===== src/hdl/bsm_pkg.sv =====
`timescale 1ns / 1ps
// Shared constants and types for the binomial 3x3 smoothing block.
// No dependencies; imported by every module of the block.

package bsm_pkg;

	// Default geometry and sample size
	localparam int DEF_MAX_WIDTH   = 1024;
	localparam int DEF_SAMPLE_BITS = 16;

	// Configuration register fields
	localparam int GW_BITS       = 11;
	localparam int GH_BITS       = 13;
	localparam int CFG_DATA_BITS = 13;
	localparam int CFG_IDX_BITS  = 2;
	localparam int HEIGHT_LIMIT  = 4096;
	localparam int RESET_DIM     = 1024;

	// Result coordinate fields
	localparam int COL_BITS = 10;
	localparam int ROW_BITS = 12;

	// Register indexes on the configuration port
	typedef enum logic [CFG_IDX_BITS-1:0] {
		REG_GRID_WIDTH  = 2'd0,
		REG_GRID_HEIGHT = 2'd1
	} cfg_reg_t;

	// Position of one result cell and which neighbor taps lie in the grid
	typedef struct packed {
		logic [COL_BITS-1:0] col;
		logic [ROW_BITS-1:0] row;
		logic                last;
		logic                left;
		logic                right;
		logic                up;
		logic                down;
	} meta_t;

endpackage


===== src/hdl/bsm_cell.sv =====
`timescale 1ns / 1ps
// One column of the 3x3 window: top, middle and bottom taps.
// Loads its neighbor's column on each shift. Depends on bsm_pkg.

module bsm_cell import bsm_pkg::*; #(
	parameter int SAMPLE_BITS = DEF_SAMPLE_BITS
) (
	input  logic                        clk,
	input  logic                        arst_n,
	input  logic                        shift,
	input  logic [2:0][SAMPLE_BITS-1:0] din,
	output logic [2:0][SAMPLE_BITS-1:0] dout
);

	logic [2:0][SAMPLE_BITS-1:0] col_q;

	// column register, moves one place left per accepted sample
	always_ff @(posedge clk or negedge arst_n) begin
		if (!arst_n) begin
			col_q <= '0;
		end else if (shift) begin
			col_q <= din;
		end
	end

	assign dout = col_q;

endmodule


===== config.mk =====
export PLATFORM = sky130hd
export DESIGN_NAME = bsm_cell
export DESIGN_NICKNAME = d
export VERILOG_FILES = /design/src/hdl/bsm_pkg.sv /design/src/hdl/bsm_cell.sv
export SDC_FILE = /design/constraint.sdc
export NUM_CORES = 1
export LEC_CHECK = 0
export BUFFER_PORTS_ARGS = -buffer_cell sky130_fd_sc_hd__buf_2
export CORE_MARGIN = 4
export CORE_UTILIZATION = 47
export DETAILED_ROUTE_END_ITERATION = 8
export HOLD_SLACK_MARGIN = 0.15
export PLACE_DENSITY = 0.83
export SYNTH_ARGS = -nofsm -noshare
export SYNTH_HDL_FRONTEND = slang
export SYNTH_SLANG_ARGS = --single-unit

===== constraint.sdc =====
create_clock -name clk -period 2.1 [get_ports clk]
set_input_delay 0.42 -clock clk [delete_from_list [all_inputs] [get_ports clk]]
set_output_delay 0.42 -clock clk [all_outputs]
set_load 0.02 [all_outputs]

==> out/metrics.csv <==
metric,value,unit
CTS H-tree lvls,2,
Crit path max-delay family,buffers and inverters,
Detail Route Antenna Nets,0,
max_cap viols,0,
crit-path max cell delay,520,ps
cell breakdown of the critical path,"dlygate4sd3_1, buf_2, buf_4",
"commonest non-fill, non-tap cell in the layout",buf_2,
DIE HEIGHT,70.92,um
fin. max-slew vios,0,
unrepaired setup endpoints after global routing,false,
Clock transition at path regs,90,ps
Largest register FFs,48,
hold depth,2,
Worst setup SP type,input port,
Synth cell types,5,
Tmin final,1350,ps
Vias,1219,
clk buf depth,2,
first-pass GRT wire length,6334,um
syn_nets,152,
Iteration-0 DRC Markers,76,
CTS root buffer,clkbuf_8,
sw frac,26.55,%
total congestion overflow,0,
clock net sink count,48,
Die ar.,5029,um^2
reg-to-reg setup timing slack,1300,ps
later-pin clock latency in the skew report,280,ps
# port buffers,98,
share of layout cells above drive strength 1,75.98,%
I/O Pins,99,
"commonest non-fill, non-tap cells in the layout","buf_2, dfrtp_1, mux2_2",
WHS,356.0,ps
antenna violations before repair,0,
Critical Path RT,2550,ps
CTS Buf Count,5,
# nets final,255,
power share of the clock group,27.3,%
Core Box Area,3744,um^2
CTS tree,built,
Crit Path Category,in2async,
status,"finished, final reports clean",
P_int,0.001514,W
syn_area_per_cell,18.42,um^2
CP Depth,3,
WL final,3812,um
Buf/Inv on CP,3,
worst hold path class,in2reg,
Die W,70.92,um
Worst Max-Slew Pin Slew,519.6,ps
Avg WL per Cell,15.13,um
post-synthesis cell area,1861,um^2
Setup Total Neg Slack,0,ps
largest net degree at the start of global routing,49,
Synth-to-Final Area Change,34.43,%
Finish-stage setup viols,0,
CP max FO,25,
CP arrival,1800,ps
diode count,0,
Placer Congestion,0.6846,
Worst Setup End Kind,async pin,
Slew headroom,65.36,%
final hold vios,0,
via count of the first global-routing pass,1258,
crit share post-route,64.28,%
clk_skew,0,ps
# DRC,0,
P_leak,1.291,nW
drt via density,4.837,
Starting Density,49.70,%
Seq pwr share,51.6,%
sequential share of the synthesized area,64.56,%
DP HPWL,2829,um
Rows,22,
Comb pwr share,21.1,%
pwr/cell area,824.3,nW/um^2
Crit-path slowest cell,dlygate4sd3_1,
GRT Resource Usage Total,16.11,%
post-synthesis register bit count,48,
Sw Pwr,0.0005475,W
cell count after synthesis,101,
peak supply drop,453.7,uV
r2r worst-path depth,1,
Pre-antenna DRT Iters,4,
Peak Freq,740.8,MHz
YS warnings,0,
-- cells in the mapped netlist (all sizes together) --
cell | n | share of area (%)
mux2 | 48 | 33
buf | 5 | 2.4
dfrtp | 48 | 65
-- final cells by class --
type                       instances  area (um^2)
multi-input combinational         48        615.6
fill                             276         1242
clock buffer                       7        96.34
sequential                        48         1201
timing repair buffer             101        528.0
tap                               48        60.06
-- metal layers --
metal / wire length [um] / track usage (%) / up-vias
li1: - / - / 557
met1: 1590 / 21.65 / 589
met2: 1702 / 24.00 / 71
met3: 502 / 7.528 / 2
met4: 17 / 3.758 / 0
met5: 0 / 0 / -
-- power by group through the flow --
stage | Sequential, W | Combinational [W] | Clock, W
final | 0.00106 | 0.000435 | 0.000562
after global routing | 0.00108 | 0.000468 | 0.000621
after floorplan | 0.00120 | 0.000141 | 0
after CTS | 0.00106 | 0.000443 | 0.000580
after global placement | 0.00108 | 0.000431 | 0
after detailed placement | 0.00108 | 0.000441 | 0
-- what timing repair did --
item | 4_1_cts | 5_1_grt
resized for setup | 0 | 0
endpoints found under the hold margin | 23 | 0
hold buffers | 1 | 0
buffers inserted | 0 | 0
-- final timing paths --
path / from / end
setup / recovery: arst_n / dout[11]$_DFFE_PN0P_
hold / removal: din[29] / dout[29]$_DFFE_PN0P_
setup reg to reg: dout[42]$_DFFE_PN0P_ / dout[42]$_DFFE_PN0P_
hold reg to reg: dout[19]$_DFFE_PN0P_ / dout[19]$_DFFE_PN0P_
max in group clk: dout[42]$_DFFE_PN0P_ / dout[42]
min in group asynchronous: arst_n / dout[6]$_DFFE_PN0P_
-- stage by stage --
step | instance area [um^2] | utilization, % | setup WS, ps | cells | power [W]
final | 2501 | 66.81 | 750.1 | 252 | 0.002062
after floorplan | 1861 | - | 976.5 | 101 | 0.001338
after CTS | 2501 | 66.81 | 708.9 | 252 | 0.002088
after global placement | 2395 | 63.97 | 793.2 | 244 | 0.001509
after global routing | 2501 | 66.81 | 575.5 | 252 | 0.002167
after detailed placement | 2395 | 63.97 | 768.1 | 244 | 0.001521
-- kinds of logic after synthesis --
logic type             after synthesis  synth area share [%]
buffers and inverters                5                 2.354
flip-flops                          48                 64.56
multiplexers                        48                 33.09
(Power assumes the default switching activity.)
