===== src/hdl/bsm_pkg.sv =====
`timescale 1ns / 1ps
// Shared constants and types for the binomial 3x3 smoothing block.
// No dependencies; imported by every module of the block.

package bsm_pkg;

	// Default geometry and sample size
	localparam int DEF_MAX_WIDTH   = 1024;
	localparam int DEF_SAMPLE_BITS = 16;

	// Configuration register fields
	localparam int GW_BITS       = 11;
	localparam int GH_BITS       = 13;
	localparam int CFG_DATA_BITS = 13;
	localparam int CFG_IDX_BITS  = 2;
	localparam int HEIGHT_LIMIT  = 4096;
	localparam int RESET_DIM     = 1024;

	// Result coordinate fields
	localparam int COL_BITS = 10;
	localparam int ROW_BITS = 12;

	// Register indexes on the configuration port
	typedef enum logic [CFG_IDX_BITS-1:0] {
		REG_GRID_WIDTH  = 2'd0,
		REG_GRID_HEIGHT = 2'd1
	} cfg_reg_t;

	// Position of one result cell and which neighbor taps lie in the grid
	typedef struct packed {
		logic [COL_BITS-1:0] col;
		logic [ROW_BITS-1:0] row;
		logic                last;
		logic                left;
		logic                right;
		logic                up;
		logic                down;
	} meta_t;

endpackage


===== src/hdl/bsm_kernel.sv =====
`timescale 1ns / 1ps
// Weighted 1-2-1 window sum and divide by the in-grid weight total.
// Four stages: sum, reciprocal multiply, correction, output register. Depends on bsm_pkg.

module bsm_kernel import bsm_pkg::*; #(
	parameter int SAMPLE_BITS = DEF_SAMPLE_BITS
) (
	input  logic                             clk,
	input  logic                             arst_n,
	input  logic                             load,
	output logic                             free,
	input  logic [2:0][2:0][SAMPLE_BITS-1:0] win,
	input  meta_t                            meta,
	output logic                             out_valid,
	input  logic                             out_ready,
	output logic [SAMPLE_BITS-1:0]           smoothed,
	output logic [COL_BITS-1:0]              col,
	output logic [ROW_BITS-1:0]              row,
	output logic                             frame_end
);

	// sum of weights is at most 16
	localparam int DW = SAMPLE_BITS + 4;
	localparam int PRW = 2 * DW;
	localparam logic [DW-1:0] RECIP3 = DW'(((DW + 1)'(1) << DW) / 3);
	localparam logic [DW-1:0] RECIP9 = DW'(((DW + 1)'(1) << DW) / 9);
	localparam logic [DW-1:0] K3 = DW'(3);
	localparam logic [DW-1:0] K9 = DW'(9);

	typedef enum logic [1:0] {
		DIV_POW2,
		DIV_THREE,
		DIV_NINE
	} div_kind_t;

	logic v_s2, v_s3, v_s4, v_s5;
	logic free_s3, free_s4, take_s5;
	meta_t meta_s2, meta_s3, meta_s4, meta_s5;

	logic [2:0]    in_x, in_y;
	logic [1:0]    ax, ay, threes;
	logic [2:0]    sh;
	logic [DW-1:0] sum;
	div_kind_t     kind;

	logic [DW-1:0]  sum_s3;
	logic [2:0]     sh_s3;
	div_kind_t      kind_s3;
	logic [DW-1:0]  d3;
	logic [PRW-1:0] prod;

	logic [PRW-1:0] prod_s4;
	logic [DW-1:0]  d_s4;
	div_kind_t      kind_s4;
	logic [DW-1:0]  q0, kq, kdiv, rem, quot;

	logic [SAMPLE_BITS-1:0] quot_s5;

	// backpressure chain, bubbles collapse
	assign take_s5 = !v_s5 || out_ready;
	assign free_s4 = !v_s4 || take_s5;
	assign free_s3 = !v_s3 || free_s4;
	assign free    = !v_s2 || free_s3;

	// s2: weighted sum of in-grid taps and divisor decode
	always_comb begin
		in_x = {meta_s2.right, 1'b1, meta_s2.left};
		in_y = {meta_s2.down, 1'b1, meta_s2.up};
		sum = '0;
		for (int c = 0; c < 3; c++) begin
			for (int r = 0; r < 3; r++) begin
				if (in_x[c] && in_y[r]) begin
					sum = sum + (DW'(win[c][r]) << (((c == 1) ? 1 : 0) + ((r == 1) ? 1 : 0)));
				end
			end
		end
		// axis weight total: 2, 3 or 4
		ax = 2'(meta_s2.left) + 2'(meta_s2.right);
		ay = 2'(meta_s2.up) + 2'(meta_s2.down);
		sh = 3'((ax == 2'd2) ? 2 : ((ax == 2'd0) ? 1 : 0))
			+ 3'((ay == 2'd2) ? 2 : ((ay == 2'd0) ? 1 : 0));
		threes = 2'(ax == 2'd1) + 2'(ay == 2'd1);
		case (threes)
			2'd0:    kind = DIV_POW2;
			2'd1:    kind = DIV_THREE;
			default: kind = DIV_NINE;
		endcase
	end

	// s3: strip power of two, multiply by reciprocal
	assign d3 = sum_s3 >> sh_s3;
	assign prod = PRW'(d3) * PRW'((kind_s3 == DIV_NINE) ? RECIP9 : RECIP3);

	// s4: estimate is exact or one low; fix with one compare
	always_comb begin
		q0 = prod_s4[PRW-1:DW];
		case (kind_s4)
			DIV_THREE: begin
				kq   = q0 + (q0 << 1);
				kdiv = K3;
			end
			DIV_NINE: begin
				kq   = q0 + (q0 << 3);
				kdiv = K9;
			end
			default: begin
				kq   = '0;
				kdiv = K3;
			end
		endcase
		rem = d_s4 - kq;
		if (kind_s4 == DIV_POW2) begin
			quot = d_s4;
		end else if (rem >= kdiv) begin
			quot = q0 + DW'(1);
		end else begin
			quot = q0;
		end
	end

	// stage valids
	always_ff @(posedge clk or negedge arst_n) begin
		if (!arst_n) begin
			v_s2 <= 1'b0;
			v_s3 <= 1'b0;
			v_s4 <= 1'b0;
			v_s5 <= 1'b0;
		end else begin
			if (free) begin
				v_s2 <= load;
			end
			if (free_s3) begin
				v_s3 <= v_s2;
			end
			if (free_s4) begin
				v_s4 <= v_s3;
			end
			if (take_s5) begin
				v_s5 <= v_s4;
			end
		end
	end

	// stage payloads
	always_ff @(posedge clk) begin
		if (free && load) begin
			meta_s2 <= meta;
		end
		if (free_s3 && v_s2) begin
			sum_s3  <= sum;
			sh_s3   <= sh;
			kind_s3 <= kind;
			meta_s3 <= meta_s2;
		end
		if (free_s4 && v_s3) begin
			prod_s4 <= prod;
			d_s4    <= d3;
			kind_s4 <= kind_s3;
			meta_s4 <= meta_s3;
		end
		if (take_s5 && v_s4) begin
			quot_s5 <= SAMPLE_BITS'(quot);
			meta_s5 <= meta_s4;
		end
	end

	assign out_valid = v_s5;
	assign smoothed  = quot_s5;
	assign col       = meta_s5.col;
	assign row       = meta_s5.row;
	assign frame_end = meta_s5.last;

endmodule


===== config.mk =====
export PLATFORM = sky130hd
export DESIGN_NAME = bsm_kernel
export DESIGN_NICKNAME = d
export VERILOG_FILES = /design/src/hdl/bsm_pkg.sv /design/src/hdl/bsm_kernel.sv
export SDC_FILE = /design/constraint.sdc
export NUM_CORES = 1
export LEC_CHECK = 0
export BUFFER_PORTS_ARGS = -buffer_cell sky130_fd_sc_hd__buf_2
export CORE_MARGIN = 3
export CORE_UTILIZATION = 50
export DETAILED_ROUTE_END_ITERATION = 12
export HOLD_SLACK_MARGIN = 0.02
export PLACE_DENSITY = 0.71
export SYNTH_ARGS = -nofsm -noshare
export SYNTH_HDL_FRONTEND = slang
export SYNTH_SLANG_ARGS = --single-unit

===== constraint.sdc =====
create_clock -name clk -period 10.5 [get_ports clk]
set_input_delay 2.1 -clock clk [delete_from_list [all_inputs] [get_ports clk]]
set_output_delay 2.1 -clock clk [all_outputs]
set_load 0.02 [all_outputs]

==> results_dict.tcl <==
set metrics [dict create \
    slew_viol_final 0 \
    synth-main-ff-cell "edfxtp_1" \
    violations "setup timing" \
    fp.coreArea_um2 47850 \
    hold_class "flop to flop" \
    cpMaxStageDelayCell "or3_4" \
    met2_usage_pct 44.80 \
    grt_pass1_vias 21240 \
    synth_seq_area_share_pct 22.45 \
    drc 0 \
    syn_area_um2 24250 \
    fin_crit_sh_pct 107.5 \
    cts_buffer_depth 2 \
    post-dp-hpwl_mm 57.19 \
    firstDrtPassIters 5 \
    cts_num_sinks 182 \
    postCtsHoldBufs 0 \
    synth_enable_flop_cells 178 \
    overflow 0 \
    worstSetupStartpoint "win[1]" \
    synth_top_area_cell "edfxtp_1" \
    crit_required_ps 10680 \
    path_clk_slew_ps 80 \
    synth_fp_nets 3285 \
    endpoint_kind "flop" \
    dieArea_um2 51190 \
    grt_pass1_wl_mm 107.1 \
    port-buffer-count 215 \
    ant_nets 0 \
    layout_min_cycle_time_ps 11280 \
    ys_warn_count 0 \
    fin_nets 3832 \
    r2r-start "in_y[0]" \
    h-tree-depth 4 \
    crit_type "input port to flop" \
    vias_per_cell 5.512 \
    grt_max_degree 49 \
    die_y_um 226.2 \
    pin_count 216 \
    async_reset_ff_share_pct 2.198 \
    final_cell_mix "inv_1 (416), buf_4 (355), ha_1 (318), buf_2 (214), fa_1 (197)" \
    vias 20670 \
    gp_congestion 0.9578 \
    start_kind "input port" \
    root_buffer "clkbuf_16" \
    initial_core_util_pct 50.69 \
    fin_worst_skew_ps 20.66 \
    ys_types 88 \
    gr-usage-all-layers_pct 26.37 \
    whs_ps 414.4 \
    fmax_mhz 88.62 \
    hp-start "meta_s2[13]" \
    antenna_found_initial 12 \
    totalWireLength_mm 68.02 \
    cp_slowest_stage_delay_ps 420 \
    worstSkewPairLatency_ps 450 \
    use_met1_pct 34.84 \
    finalHoldViolCount 0 \
    layout_setup_ws_ps -784.1 \
    cts_buffers 17 \
    rows 80 \
    final_common_cell "inv_1" \
    crit_arrival_ps 11470 \
    setup_viol 7 \
    yosys-top-cells-area "edfxtp_1 (22%), ha_1 (18%), fa_1 (16%)" \
    status "finished with violations" \
    cts_tree "done" \
    tightest_slew_ps 1204 \
    grt.met3_usage_pct 4.108 \
    slew_headroom_pct 19.76 \
    synth_top_area_share_pct 22.04 \
    syn_area_per_cell_um2 9.438 \
    synthCells 2570 \
    maxCapViolCount 0 \
    area_growth_pct 24.34 \
    busiest_layer "met2" \
    wire_per_inst_um 18.14 \
    cp_common_cell "a21oi_2" \
    drive_gt1_share_pct 25.69 \
    die_w_um 226.2 \
    worstPathMaxFanout 3 \
    drtIter0Drc 1006 \
    ys_ff_latch 182 \
    rsz0062_at_grt "true" \
]
## metal layers
metal | routed length (µm) | up-vias
li1 | - | 9983
met1 | 29630 | 10080
met2 | 33140 | 467
met3 | 3244 | 121
met4 | 1888 | 18
met5 | 114 | -
## critical path: cells and delay by family
family / cells / cell delay [ps]
compound gates: 23 / 3170
simple gates: 9 / 1530
xor+xnor: 8 / 1300
fa+ha+maj: 9 / 2600
mux: 1 / 270
buf+inv: 4 / 490
## final cells by class
type	count	area, µm²
multi-input combinational	1923	17960
antenna	5	12.51
sequential	182	5445
clock buffer	17	425.4
fill	3969	17690
clock inverter	15	187.7
inverter	420	1577
tap	615	769.5
timing repair buffer	573	3781
## final timing paths
path,to,slack (ps),cells after the start
hold reg to reg,meta_s3[13],410,0
hold / removal,meta_s3[13],410,0
min in group asynchronous,out_valid,1440,1
max in group asynchronous,v_s3,8940,1
setup reg to reg,sum_s3[19],220,53
setup / recovery,sum_s3[19],-780,54
## kinds of logic after synthesis
group / after synthesis / synth area share [%]
adder cells (fa/ha/maj): 540 / 33.99
buffers and inverters: 465 / 7.289
flip-flops: 182 / 22.45
AND/OR/NAND/NOR: 591 / 11.58
multiplexers: 82 / 3.895
XOR/XNOR: 166 / 5.994
AO/OA/AOI/OAI: 544 / 14.81
## sequential cells by signal, summed over array words and instances (netlist names), 12 cells and up
| signal | cells |
|---|---|
| meta_s3 | 23 |
| d_s4 | 20 |
| sum_s3 | 20 |
| row | 12 |
| meta_s2 | 23 |
| prod_s4 | 19 |
| meta_s4 | 23 |
| smoothed | 16 |
## Yosys cell counts, types with 9 or more instances
| cell | number |
|---|---|
| xor2_1 | 57 |
| fa_1 | 198 |
| nand2b_1 | 28 |
| o21bai_1 | 27 |
| clkbuf_1 | 34 |
| and3_1 | 27 |
| o21a_1 | 36 |
| xnor2_1 | 109 |
| nand2_1 | 167 |
| mux2i_1 | 42 |
| a21oi_1 | 139 |
| a211oi_1 | 16 |
| o21ai_0 | 111 |
| edfxtp_1 | 178 |
| nor2_1 | 178 |
| nor2b_1 | 29 |
| nor3_1 | 39 |
| o31ai_1 | 15 |
| nand4_1 | 17 |
| mux2_2 | 32 |
| o21ai_1 | 10 |
| or3_1 | 12 |
| o41ai_1 | 9 |
| and2_1 | 19 |
| a21o_1 | 58 |
| a31oi_1 | 18 |
| o211ai_1 | 15 |
| ha_1 | 342 |
| nand3_1 | 37 |
| a21boi_0 | 9 |
| inv_1 | 418 |
## through the flow
step	setup TNS [ps]	util (%)	instances	area [µm²]	setup slack, ps
after global routing	-7657	63.02	3747	30150	-1437
after detailed placement	-7304	59.88	3673	28650	-1363
final	-2548	63.03	3750	30160	-784.1
after CTS	-1715	62.12	3728	29720	-670.3
after floorplan	-1007	-	2570	24600	-573.6
after global placement	-5529	59.88	3673	28650	-1129
## timing repair
item                                    4_1_cts  5_1_grt
gates resized for setup                      63       54
buffers inserted                             23       17
endpoints found under the setup margin        9       10
pin swaps                                    68       44
Power is not shown: default switching activity piles up to over one toggle a cycle in this logic, so the estimate is an artifact.
